[src/design/rlfs_pkg.sv]
// ----------------------------------------------------------------------------
// rlfs_pkg
// Shared constants and register codes for the radial light falloff shader.
// ----------------------------------------------------------------------------
`default_nettype none

package rlfs_pkg;

	// Default widths of coordinates and of the intensity fraction
	localparam int COORD_BITS_DEF = 11;
	localparam int FRAC_BITS_DEF  = 16;

	// Fraction bits of the distance (Q.8)
	localparam int DIST_FRAC = 8;

	// Configuration port
	localparam int CFG_IDX_BITS  = 2;
	localparam int CFG_DATA_BITS = 16;
	localparam int BRIGHT_BITS   = 8;
	localparam int GRAY_BITS     = 8;

	// Register reset values
	localparam int RADIUS_RESET = 1250;
	localparam int BRIGHT_RESET = 250;

	typedef enum logic [CFG_IDX_BITS-1:0] {
		REG_LIGHT_X          = 2'd0,
		REG_LIGHT_Y          = 2'd1,
		REG_LIGHT_RADIUS     = 2'd2,
		REG_LIGHT_BRIGHTNESS = 2'd3
	} cfg_reg_t;

endpackage

`default_nettype wire

[src/design/rlfs_pix_if.sv]
// ----------------------------------------------------------------------------
// rlfs_pix_if
// Pixel coordinate channel: valid/ready handshake with x and y payload.
// ----------------------------------------------------------------------------
`default_nettype none

interface rlfs_pix_if #(
	parameter int COORD_BITS = rlfs_pkg::COORD_BITS_DEF
);
	logic                  valid;
	logic                  ready;
	logic [COORD_BITS-1:0] pixel_x;
	logic [COORD_BITS-1:0] pixel_y;

	modport source (output valid, output pixel_x, output pixel_y, input ready);
	modport sink   (input valid, input pixel_x, input pixel_y, output ready);
endinterface

`default_nettype wire

[src/design/rlfs_shade_if.sv]
// ----------------------------------------------------------------------------
// rlfs_shade_if
// Shade result channel: valid/ready handshake with lit flag and gray level.
// ----------------------------------------------------------------------------
`default_nettype none

interface rlfs_shade_if;
	logic                           valid;
	logic                           ready;
	logic                           lit;
	logic [rlfs_pkg::GRAY_BITS-1:0] gray_level;

	modport source (output valid, output lit, output gray_level, input ready);
	modport sink   (input valid, input lit, input gray_level, output ready);
endinterface

`default_nettype wire

[src/design/rlfs_cfg_if.sv]
// ----------------------------------------------------------------------------
// rlfs_cfg_if
// Configuration write channel: valid/ready handshake with index and data.
// ----------------------------------------------------------------------------
`default_nettype none

interface rlfs_cfg_if;
	logic                               valid;
	logic                               ready;
	logic [rlfs_pkg::CFG_IDX_BITS-1:0]  index;
	logic [rlfs_pkg::CFG_DATA_BITS-1:0] data;

	modport source (output valid, output index, output data, input ready);
	modport sink   (input valid, input index, input data, output ready);
endinterface

`default_nettype wire

[src/design/rlfs_isqrt.sv]
// ----------------------------------------------------------------------------
// rlfs_isqrt
// Pipelined integer square root, one result bit per stage, with a lit flag
// carried alongside.
// ----------------------------------------------------------------------------
`default_nettype none

module rlfs_isqrt #(
	parameter int RW = 19
) (
	input  wire logic            clk,
	input  wire logic            arst_n,
	input  wire logic            en,
	input  wire logic            in_valid,
	input  wire logic            in_lit,
	input  wire logic [2*RW-1:0] in_rad,
	output logic                 out_valid,
	output logic                 out_lit,
	output logic [RW-1:0]        out_root
);
	logic            v_s    [RW];
	logic            lit_s  [RW];
	logic [RW:0]     rem_s  [RW];
	logic [RW-1:0]   root_s [RW];
	logic [2*RW-1:0] rad_s  [RW];

	for (genvar k = 0; k < RW; k++) begin : g_stage
		logic            cur_v;
		logic            cur_lit;
		logic [RW:0]     cur_rem;
		logic [RW-1:0]   cur_root;
		logic [2*RW-1:0] cur_rad;
		logic [RW+1:0]   acc;
		logic [RW+1:0]   trial;
		logic            ge;
		logic [RW+1:0]   diff;

		if (k == 0) begin : g_first
			assign cur_v    = in_valid;
			assign cur_lit  = in_lit;
			assign cur_rem  = '0;
			assign cur_root = '0;
			assign cur_rad  = in_rad;
		end else begin : g_next
			assign cur_v    = v_s[k-1];
			assign cur_lit  = lit_s[k-1];
			assign cur_rem  = rem_s[k-1];
			assign cur_root = root_s[k-1];
			assign cur_rad  = rad_s[k-1];
		end

		// Bring down the next two radicand bits and try root*4+1
		assign acc   = {cur_rem[RW-1:0], cur_rad[2*RW-1 -: 2]};
		assign trial = {cur_root, 2'b01};
		assign ge    = (acc >= trial);
		assign diff  = acc - trial;

		always_ff @(posedge clk or negedge arst_n) begin
			if (!arst_n) begin
				v_s[k] <= 1'b0;
			end else if (en) begin
				v_s[k] <= cur_v;
			end
		end

		always_ff @(posedge clk) begin
			if (en) begin
				lit_s[k]  <= cur_lit;
				rem_s[k]  <= ge ? diff[RW:0] : acc[RW:0];
				root_s[k] <= {cur_root[RW-2:0], ge};
				rad_s[k]  <= {cur_rad[2*RW-3:0], 2'b00};
			end
		end
	end

	assign out_valid = v_s[RW-1];
	assign out_lit   = lit_s[RW-1];
	assign out_root  = root_s[RW-1];

endmodule

`default_nettype wire

[src/design/rlfs_div.sv]
// ----------------------------------------------------------------------------
// rlfs_div
// Pipelined restoring divider: (num << (QW-1)) / den for num <= den,
// one quotient bit per stage, with a lit flag carried alongside.
// ----------------------------------------------------------------------------
`default_nettype none

module rlfs_div #(
	parameter int DW = 19,
	parameter int QW = 17
) (
	input  wire logic          clk,
	input  wire logic          arst_n,
	input  wire logic          en,
	input  wire logic [DW-1:0] den,
	input  wire logic          in_valid,
	input  wire logic          in_lit,
	input  wire logic [DW-1:0] in_num,
	output logic               out_valid,
	output logic               out_lit,
	output logic [QW-1:0]      out_quo
);
	logic          v_s   [QW];
	logic          lit_s [QW];
	logic [DW-1:0] rem_s [QW];
	logic [QW-1:0] quo_s [QW];

	for (genvar k = 0; k < QW; k++) begin : g_stage
		logic          cur_v;
		logic          cur_lit;
		logic [DW:0]   acc;
		logic [QW-1:0] cur_quo;
		logic          ge;
		logic [DW:0]   diff;

		// First stage takes the numerator as is; later ones shift the remainder
		if (k == 0) begin : g_first
			assign cur_v   = in_valid;
			assign cur_lit = in_lit;
			assign acc     = {1'b0, in_num};
			assign cur_quo = '0;
		end else begin : g_next
			assign cur_v   = v_s[k-1];
			assign cur_lit = lit_s[k-1];
			assign acc     = {rem_s[k-1], 1'b0};
			assign cur_quo = quo_s[k-1];
		end

		assign ge   = (acc >= {1'b0, den});
		assign diff = acc - {1'b0, den};

		always_ff @(posedge clk or negedge arst_n) begin
			if (!arst_n) begin
				v_s[k] <= 1'b0;
			end else if (en) begin
				v_s[k] <= cur_v;
			end
		end

		always_ff @(posedge clk) begin
			if (en) begin
				lit_s[k] <= cur_lit;
				rem_s[k] <= ge ? diff[DW-1:0] : acc[DW-1:0];
				quo_s[k] <= {cur_quo[QW-2:0], ge};
			end
		end
	end

	assign out_valid = v_s[QW-1];
	assign out_lit   = lit_s[QW-1];
	assign out_quo   = quo_s[QW-1];

endmodule

`default_nettype wire

[src/design/radial_light_falloff_shader_core.sv]
// ----------------------------------------------------------------------------
// radial_light_falloff_shader_core
// Shades pixel coordinates against a point light with radial falloff.
// ----------------------------------------------------------------------------
// Usage:
//   pix   : one pixel coordinate (pixel_x, pixel_y) per transaction.
//   shade : one result (lit, gray_level) per pixel transaction, in order.
//   cfg   : register writes (0 light_x, 1 light_y, 2 light_radius,
//           3 light_brightness); always ready, write only while idle.
// Throughput: one pixel per cycle when the receiver keeps ready high.
// Pipeline: three front stages (offset, squares, sum and disc test), one
//   square root stage per root bit, one subtract stage, one divider stage
//   per quotient bit, then the falloff stage and the output register.
// Stall: the whole pipeline holds while the output register is full and
//   shade.ready is low; pix.ready drops for as long as that lasts.
// Reset: clears all valid bits and loads the register reset values
//   (light at 0,0, radius 1250, brightness 250).
// ----------------------------------------------------------------------------
`default_nettype none

module radial_light_falloff_shader_core #(
	parameter int COORD_BITS = rlfs_pkg::COORD_BITS_DEF,
	parameter int FRAC_BITS  = rlfs_pkg::FRAC_BITS_DEF
) (
	input wire logic        clk,
	input wire logic        arst_n,
	rlfs_pix_if.sink        pix,
	rlfs_shade_if.source    shade,
	rlfs_cfg_if.sink        cfg
);
	import rlfs_pkg::*;

	localparam int C      = COORD_BITS;
	localparam int RW     = COORD_BITS + DIST_FRAC;
	localparam int QW     = FRAC_BITS + 1;
	localparam int PW     = BRIGHT_BITS + QW;
	localparam int THRESH = (99 * (1 << FRAC_BITS)) / 100;
	localparam int RAD_RST = RADIUS_RESET % (1 << COORD_BITS);

	// Configuration registers
	logic [C-1:0]           light_x_q;
	logic [C-1:0]           light_y_q;
	logic [C-1:0]           light_radius_q;
	logic [BRIGHT_BITS-1:0] light_bright_q;
	logic [2*C-1:0]         radius_sq_q;

	assign cfg.ready = 1'b1;

	always_ff @(posedge clk or negedge arst_n) begin
		if (!arst_n) begin
			light_x_q      <= '0;
			light_y_q      <= '0;
			light_radius_q <= C'(RAD_RST);
			light_bright_q <= BRIGHT_BITS'(BRIGHT_RESET);
		end else if (cfg.valid) begin
			unique case (cfg_reg_t'(cfg.index))
				REG_LIGHT_X:          light_x_q      <= cfg.data[C-1:0];
				REG_LIGHT_Y:          light_y_q      <= cfg.data[C-1:0];
				REG_LIGHT_RADIUS:     light_radius_q <= cfg.data[C-1:0];
				REG_LIGHT_BRIGHTNESS: light_bright_q <= cfg.data[BRIGHT_BITS-1:0];
				default: ;
			endcase
		end
	end

	always_ff @(posedge clk) begin
		radius_sq_q <= {{C{1'b0}}, light_radius_q} * {{C{1'b0}}, light_radius_q};
	end

	// Global advance: move when the output register is empty or being taken
	logic en;
	assign en        = !shade.valid || shade.ready;
	assign pix.ready = en;

	// Stage 1: offsets, square test, magnitudes
	logic signed [C:0] dx;
	logic signed [C:0] dy;
	logic signed [C:0] r_sgn;
	logic [C:0]        dx_neg;
	logic [C:0]        dy_neg;
	logic              in_sq;

	assign dx     = $signed({1'b0, pix.pixel_x}) - $signed({1'b0, light_x_q});
	assign dy     = $signed({1'b0, pix.pixel_y}) - $signed({1'b0, light_y_q});
	assign r_sgn  = $signed({1'b0, light_radius_q});
	assign dx_neg = -dx;
	assign dy_neg = -dy;
	assign in_sq  = (dx >= -r_sgn) && (dx < r_sgn) && (dy >= -r_sgn) && (dy < r_sgn);

	logic         v_s1;
	logic         in_sq_s1;
	logic [C-1:0] ux_s1;
	logic [C-1:0] uy_s1;

	// Stage 2: squares
	logic         v_s2;
	logic         in_sq_s2;
	logic [2*C-1:0] sqx_s2;
	logic [2*C-1:0] sqy_s2;

	// Stage 3: squared distance and disc test
	logic [2*C:0] dist2;
	assign dist2 = {1'b0, sqx_s2} + {1'b0, sqy_s2};

	logic           v_s3;
	logic           lit_s3;
	logic [2*C-1:0] dist2_s3;

	always_ff @(posedge clk or negedge arst_n) begin
		if (!arst_n) begin
			v_s1 <= 1'b0;
			v_s2 <= 1'b0;
			v_s3 <= 1'b0;
		end else if (en) begin
			v_s1 <= pix.valid;
			v_s2 <= v_s1;
			v_s3 <= v_s2;
		end
	end

	always_ff @(posedge clk) begin
		if (en) begin
			in_sq_s1 <= in_sq;
			ux_s1    <= dx[C] ? dx_neg[C-1:0] : dx[C-1:0];
			uy_s1    <= dy[C] ? dy_neg[C-1:0] : dy[C-1:0];
			in_sq_s2 <= in_sq_s1;
			sqx_s2   <= {{C{1'b0}}, ux_s1} * {{C{1'b0}}, ux_s1};
			sqy_s2   <= {{C{1'b0}}, uy_s1} * {{C{1'b0}}, uy_s1};
			lit_s3   <= in_sq_s2 && (dist2 <= {1'b0, radius_sq_q})
				&& (light_radius_q != '0);
			dist2_s3 <= dist2[2*C-1:0];
		end
	end

	// Square root of dist2 scaled to Q.DIST_FRAC
	logic          sq_v;
	logic          sq_lit;
	logic [RW-1:0] sq_root;

	rlfs_isqrt #(
		.RW(RW)
	) u_isqrt (
		.clk       (clk),
		.arst_n    (arst_n),
		.en        (en),
		.in_valid  (v_s3),
		.in_lit    (lit_s3),
		.in_rad    ({dist2_s3, {(2*DIST_FRAC){1'b0}}}),
		.out_valid (sq_v),
		.out_lit   (sq_lit),
		.out_root  (sq_root)
	);

	// Stage 4: remaining distance r - d, clamped at zero
	logic [RW-1:0] rq;
	assign rq = {light_radius_q, {DIST_FRAC{1'b0}}};

	logic          v_s4;
	logic          lit_s4;
	logic [RW-1:0] num_s4;

	always_ff @(posedge clk or negedge arst_n) begin
		if (!arst_n) begin
			v_s4 <= 1'b0;
		end else if (en) begin
			v_s4 <= sq_v;
		end
	end

	always_ff @(posedge clk) begin
		if (en) begin
			lit_s4 <= sq_lit;
			num_s4 <= (sq_root > rq) ? '0 : (rq - sq_root);
		end
	end

	// Intensity (r - d) / r in Q1.FRAC_BITS
	logic          dv_v;
	logic          dv_lit;
	logic [QW-1:0] dv_quo;

	rlfs_div #(
		.DW(RW),
		.QW(QW)
	) u_div (
		.clk       (clk),
		.arst_n    (arst_n),
		.en        (en),
		.den       (rq),
		.in_valid  (v_s4),
		.in_lit    (lit_s4),
		.in_num    (num_s4),
		.out_valid (dv_v),
		.out_lit   (dv_lit),
		.out_quo   (dv_quo)
	);

	// Stage 5: halve the intensity below the 0.99 mark
	logic          v_s5;
	logic          lit_s5;
	logic [QW-1:0] inten_s5;

	// Stage 6: scale by brightness into the output register
	logic [PW-1:0]        prod;
	logic [PW-FRAC_BITS-1:0] gray_full;
	logic [GRAY_BITS-1:0] gray;

	assign prod      = {{QW{1'b0}}, light_bright_q} * {{BRIGHT_BITS{1'b0}}, inten_s5};
	assign gray_full = prod[PW-1:FRAC_BITS];
	assign gray      = (gray_full > (PW-FRAC_BITS)'(255)) ? GRAY_BITS'(255)
		: gray_full[GRAY_BITS-1:0];

	logic                 v_s6;
	logic                 lit_s6;
	logic [GRAY_BITS-1:0] gray_s6;

	always_ff @(posedge clk or negedge arst_n) begin
		if (!arst_n) begin
			v_s5 <= 1'b0;
			v_s6 <= 1'b0;
		end else if (en) begin
			v_s5 <= dv_v;
			v_s6 <= v_s5;
		end
	end

	always_ff @(posedge clk) begin
		if (en) begin
			lit_s5   <= dv_lit;
			inten_s5 <= (dv_quo < QW'(THRESH)) ? {1'b0, dv_quo[QW-1:1]} : dv_quo;
			lit_s6   <= lit_s5;
			gray_s6  <= lit_s5 ? gray : '0;
		end
	end

	assign shade.valid      = v_s6;
	assign shade.lit        = lit_s6;
	assign shade.gray_level = gray_s6;

endmodule

`default_nettype wire

[src/flat_wrapper.sv]
// flat-port wrapper written by rule: the top's interface ports become plain ports
module radial_light_falloff_shader_core_flat import rlfs_pkg::*;
#(
	parameter int COORD_BITS = rlfs_pkg::COORD_BITS_DEF,
	parameter int FRAC_BITS  = rlfs_pkg::FRAC_BITS_DEF
)
  (clk, arst_n, pix_valid, pix_pixel_x, pix_pixel_y, pix_ready, shade_valid, shade_lit, shade_gray_level, shade_ready, cfg_valid, cfg_index, cfg_data, cfg_ready);
  rlfs_pix_if #(.COORD_BITS(COORD_BITS)) pix_i ();
  rlfs_shade_if shade_i ();
  rlfs_cfg_if cfg_i ();
  input wire logic clk;
  input wire logic arst_n;
  input wire logic [$bits(pix_i.valid)-1:0] pix_valid;
  input wire logic [$bits(pix_i.pixel_x)-1:0] pix_pixel_x;
  input wire logic [$bits(pix_i.pixel_y)-1:0] pix_pixel_y;
  output wire logic [$bits(pix_i.ready)-1:0] pix_ready;
  output wire logic [$bits(shade_i.valid)-1:0] shade_valid;
  output wire logic [$bits(shade_i.lit)-1:0] shade_lit;
  output wire logic [$bits(shade_i.gray_level)-1:0] shade_gray_level;
  input wire logic [$bits(shade_i.ready)-1:0] shade_ready;
  input wire logic [$bits(cfg_i.valid)-1:0] cfg_valid;
  input wire logic [$bits(cfg_i.index)-1:0] cfg_index;
  input wire logic [$bits(cfg_i.data)-1:0] cfg_data;
  output wire logic [$bits(cfg_i.ready)-1:0] cfg_ready;
  assign pix_i.valid = pix_valid;
  assign pix_i.pixel_x = pix_pixel_x;
  assign pix_i.pixel_y = pix_pixel_y;
  assign pix_ready = pix_i.ready;
  assign shade_valid = shade_i.valid;
  assign shade_lit = shade_i.lit;
  assign shade_gray_level = shade_i.gray_level;
  assign shade_i.ready = shade_ready;
  assign cfg_i.valid = cfg_valid;
  assign cfg_i.index = cfg_index;
  assign cfg_i.data = cfg_data;
  assign cfg_ready = cfg_i.ready;
  radial_light_falloff_shader_core #(.COORD_BITS(COORD_BITS), .FRAC_BITS(FRAC_BITS)) u_core (.clk(clk), .arst_n(arst_n), .pix(pix_i), .shade(shade_i), .cfg(cfg_i));
endmodule
[config.mk]
export PLATFORM = sky130hd
export DESIGN_NAME = radial_light_falloff_shader_core_flat
export DESIGN_NICKNAME = d
export VERILOG_FILES = /design/src/design/rlfs_pkg.sv /design/src/design/rlfs_pix_if.sv /design/src/design/rlfs_shade_if.sv /design/src/design/rlfs_cfg_if.sv /design/src/design/rlfs_isqrt.sv /design/src/design/rlfs_div.sv /design/src/design/radial_light_falloff_shader_core.sv /design/src/flat_wrapper.sv
export SDC_FILE = /design/constraint.sdc
export NUM_CORES = 2
export LEC_CHECK = 0
export ABC_AREA = 0
export BUFFER_PORTS_ARGS = -buffer_cell sky130_fd_sc_hd__buf_4
export CORE_MARGIN = 1
export CORE_UTILIZATION = 60
export DETAILED_ROUTE_END_ITERATION = 8
export PLACE_DENSITY_LB_ADDON = 0.12
export SETUP_SLACK_MARGIN = 0.02
export SLEW_MARGIN = 20
export SYNTH_ARGS = -nofsm -noshare
export SYNTH_HDL_FRONTEND = slang
export SYNTH_SLANG_ARGS = --single-unit
export TNS_END_PERCENT = 5
[constraint.sdc]
create_clock -name clk -period 37.4 [get_ports clk]
set_clock_uncertainty 0.15 [all_clocks]
set_input_delay 3.74 -clock clk [delete_from_list [all_inputs] [get_ports clk]]
set_output_delay 3.74 -clock clk [all_outputs]
set_load 0.01 [all_outputs]
==> out/qor.txt <==
Outcome: completed
RSZ-0062 raised after global routing: no
Total CTS buffers: 137
Worst setup SP type: primary input
RR Endpoint: u_core.radius_sq_q[21]$_DFF_P_
Data required, critical path: 33.51 ns
Reg2Reg Setup Slack: 29.78 ns
# nets final: 7,774
Final worst-path cycle share: 24.12%
CP endpoint kind: output port
CP Class: in -> out
Row cnt: 131
Setup total negative slack: 0 ns
Crit Reg-Reg Startpoint: u_core.light_radius_q[5]$_DFFE_PN1P_
Antenna violations before repair: 9
Starting Density: 60.62%
Vias in the first global route: 48,437
Number of nets still failing antenna checks after routing: 0
WP depth: 5
Clock latency on the worst-skew pair: 0.78 ns
DIE WIDTH: 361.2 microns
Cell Area, Synth: 77,400 sq um
Maximum clock rate: 110.9 MHz
Top_reg_cell synth: edfxtp_1
Clock Sinks: 1,254
Max stage delay on crit path: 0.46 ns
Crit path from: shade_ready
Setup Buffers After CTS: 0
Top delay family on crit path: buffers and inverters
Ys Warns: 0
TritonCTS clock tree: yes
Number of max-cap violations: 0
Worst EP arrival: 5.13 ns
Setup Viol. Count Final: 0
Worst r2r path cells: 20
Die area: 130,400 sq um
Post-CTS Hold Buffers: 0
Final min period: 9.020 ns
Core area: 127,700 sq um
Placed wire-length estimate: 110,500 microns
Worst setup endpoint: pix_ready
Reg clk slew, reported paths: 0.06 ns
H-tree levels: 4
Seq/Total Area, Yosys: 47.86%
Layout cells sized above 1: 8.526%
Drt first pass iters: 5
Most used cell, CP: buf_4
First-pass GRT wire length: 248,200 microns
Post-synth EDFFs: 1,150
Drt wl/cell: 18.07 microns
Critical Path Slowest Stage Cell: buf_4
IO Pins: 57
Worst path cell trace: buf_4, nor2b_4, buf_4, inv_8, buf_4
Syn_area_per_cell: 11.70 sq um
Final Hold Viols: 0
Most common cell after layout, fill and taps aside: edfxtp_1
DIE HEIGHT: 361.2 microns
Post-synth ARST share: 6.619%
Crit-path max FO: 93
WL final: 153,700 microns
Worst-margin pin slew: 1.060 ns
Global route total overflow: 0
Post-CTS sizing: 0
Commonest non-fill, non-tap cells in the layout: edfxtp_1, inv_1, ha_1
Max Root-Sink Buffers: 3
Buf/Inv on CP: 4
Vias: 48,616
Fill cells: 9,460
Synthesis-to-layout area growth: 9.136%
Cell variety after synth: 86
Max Slew Vio Count: 0
Tot GR Track Use: 23.82%
Yosys reg bits: 1,254
Worst hold path type: reg -> reg
Root Driver: clkbuf_16
Pin count of the biggest net entering global routing: 241
Post-route cell area: 84,470 sq um
Worst hold margin: 0.2466 ns
Post-DP Area: 79,740 sq um
Post-DR vias/cell: 5.717
Max-Slew Margin vs Limit: 29.07%
GPL Wtd Cong: 0.8747
PortBufs: 50
Syn Inst Count: 6,614
DRC: 0
Initial drt markers: 3,208
-- how the worst min path moves through the flow --
stage / startpoint / end / slack (ns) / cells past startpoint
final: u_core.u_div.quo_s[0][140]$_DFFE_PP_ / u_core.u_div.quo_s[0][158]$_DFFE_PP_ / 0.25 / 0
after global routing: u_core.u_isqrt.rad_s[0][32]$_DFFE_PP_ / u_core.u_isqrt.rad_s[1][34]$_DFFE_PP_ / 0.26 / 0
after CTS: u_core.u_isqrt.rad_s[0][27]$_DFFE_PP_ / u_core.u_isqrt.rad_s[1][29]$_DFFE_PP_ / 0.24 / 0
after detailed placement: u_core.u_div.lit_s[10]$_DFFE_PP_ / u_core.u_div.lit_s[11]$_DFFE_PP_ / 0.25 / 0
after global placement: u_core.u_div.quo_s[0][124]$_DFFE_PP_ / u_core.u_div.quo_s[0][142]$_DFFE_PP_ / 0.25 / 0
after floorplan: u_core.in_sq_s1$_DFFE_PP_ / u_core.in_sq_s2$_DFFE_PP_ / 0.25 / 0
-- layout make-up --
class	count	area, sq um	area share, %
Tap cell	1662	2079	2.462
Clock buffer	162	3542	4.193
Clock inverter	92	1129	1.336
Timing Repair Buffer	88	709.4	0.8398
Inverter	751	2828	3.347
Multi-Input combinational cell	4491	37130	43.96
Antenna cell	4	10.01	0.01185
Sequential cell	1254	37050	43.85
-- worst register-to-register path, delay by kind of cell, from the launching register on --
family	cells	cell delay (ns)
AOI/OAI and AO/OA	6	1.35
and+or+nand+nor	3	0.72
DFF	1	0.72
adders and majority gates	6	2.90
buffers and inverters	4	1.51
xor gates and xnor gates	1	0.21
-- kinds of logic (layout without fill, tap and decap cells) --
family | count (synthesis) | after routing | share of synthesized area (%)
muxes | 246 | 246 | 3.534
and+or+nand+nor | 1632 | 1632 | 10.52
buffers and inverters | 871 | 1093 | 4.268
xor gates and xnor gates | 471 | 471 | 5.330
DFF | 1254 | 1254 | 47.86
other | 2 | 8 | 0.009703
AOI/OAI and AO/OA | 1132 | 1132 | 9.267
adders and majority gates | 1006 | 1006 | 19.21
-- per-stage QoR --
stage / setup slack, ns / util [%] / instances
2_1_floorplan: 7.238 / - / 6616
3_3_place_gp: 28.43 / 62.45 / 8245
3_5_place_dp: 28.41 / 62.45 / 8245
4_1_cts: 28.41 / 66.11 / 8499
5_1_grt: 28.31 / 66.16 / 8503
6_report: 28.38 / 66.16 / 8504
-- sequential cells by signal, summed over array words and instances, names as in the netlist, 19 cells and up --
| name | cells |
|---|---|
| u_core.dist2_s3 | 22 |
| u_core.num_s4 | 19 |
| u_core.radius_sq_q | 21 |
| u_core.sqx_s2 | 21 |
| u_core.sqy_s2 | 21 |
| u_core.u_div.quo_s | 153 |
| u_core.u_div.rem_s | 212 |
| u_core.u_isqrt.lit_s | 19 |
| u_core.u_isqrt.rad_s | 110 |
| u_core.u_isqrt.rem_s | 313 |
| u_core.u_isqrt.root_s | 190 |
-- Yosys cell counts (26+ instances only) --
cell type	count	share of area (%)
a31oi_1	26	0.21
nand4_1	53	0.43
o21a_1	73	0.71
xnor2_1	278	3.1
a21oi_1	300	1.9
mux2_2	217	3.2
inv_1	743	3.6
o21ai_0	297	1.9
edfxtp_1	1150	45
nor2_1	397	1.9
or3_1	28	0.23
nand2_1	391	1.9
nor4_1	51	0.41
dfrtp_1	72	2.3
nor2b_1	83	0.67
xor2_1	193	2.2
fa_1	304	7.9
a21boi_0	29	0.28
clkbuf_1	94	0.46
nand3_1	75	0.48
nor3_1	146	0.94
mux2i_1	28	0.36
o31ai_1	34	0.33
and2_1	203	1.6
o21bai_1	39	0.38
a21o_1	144	1.4
ha_1	702	11
nand2b_1	77	0.62
a211oi_1	46	0.45
-- per-layer routing --
layer	up-vias	track usage [%]	wire length, microns
met1	23665	31.99	68810
met2	939	39.17	72320
met4	6	9.587	5503
li1	23753	-	-
met5	-	0	31
met3	253	3.305	7008
Power is not shown: default switching activity piles up to over one toggle a cycle in this logic, so the estimate is an artifact.
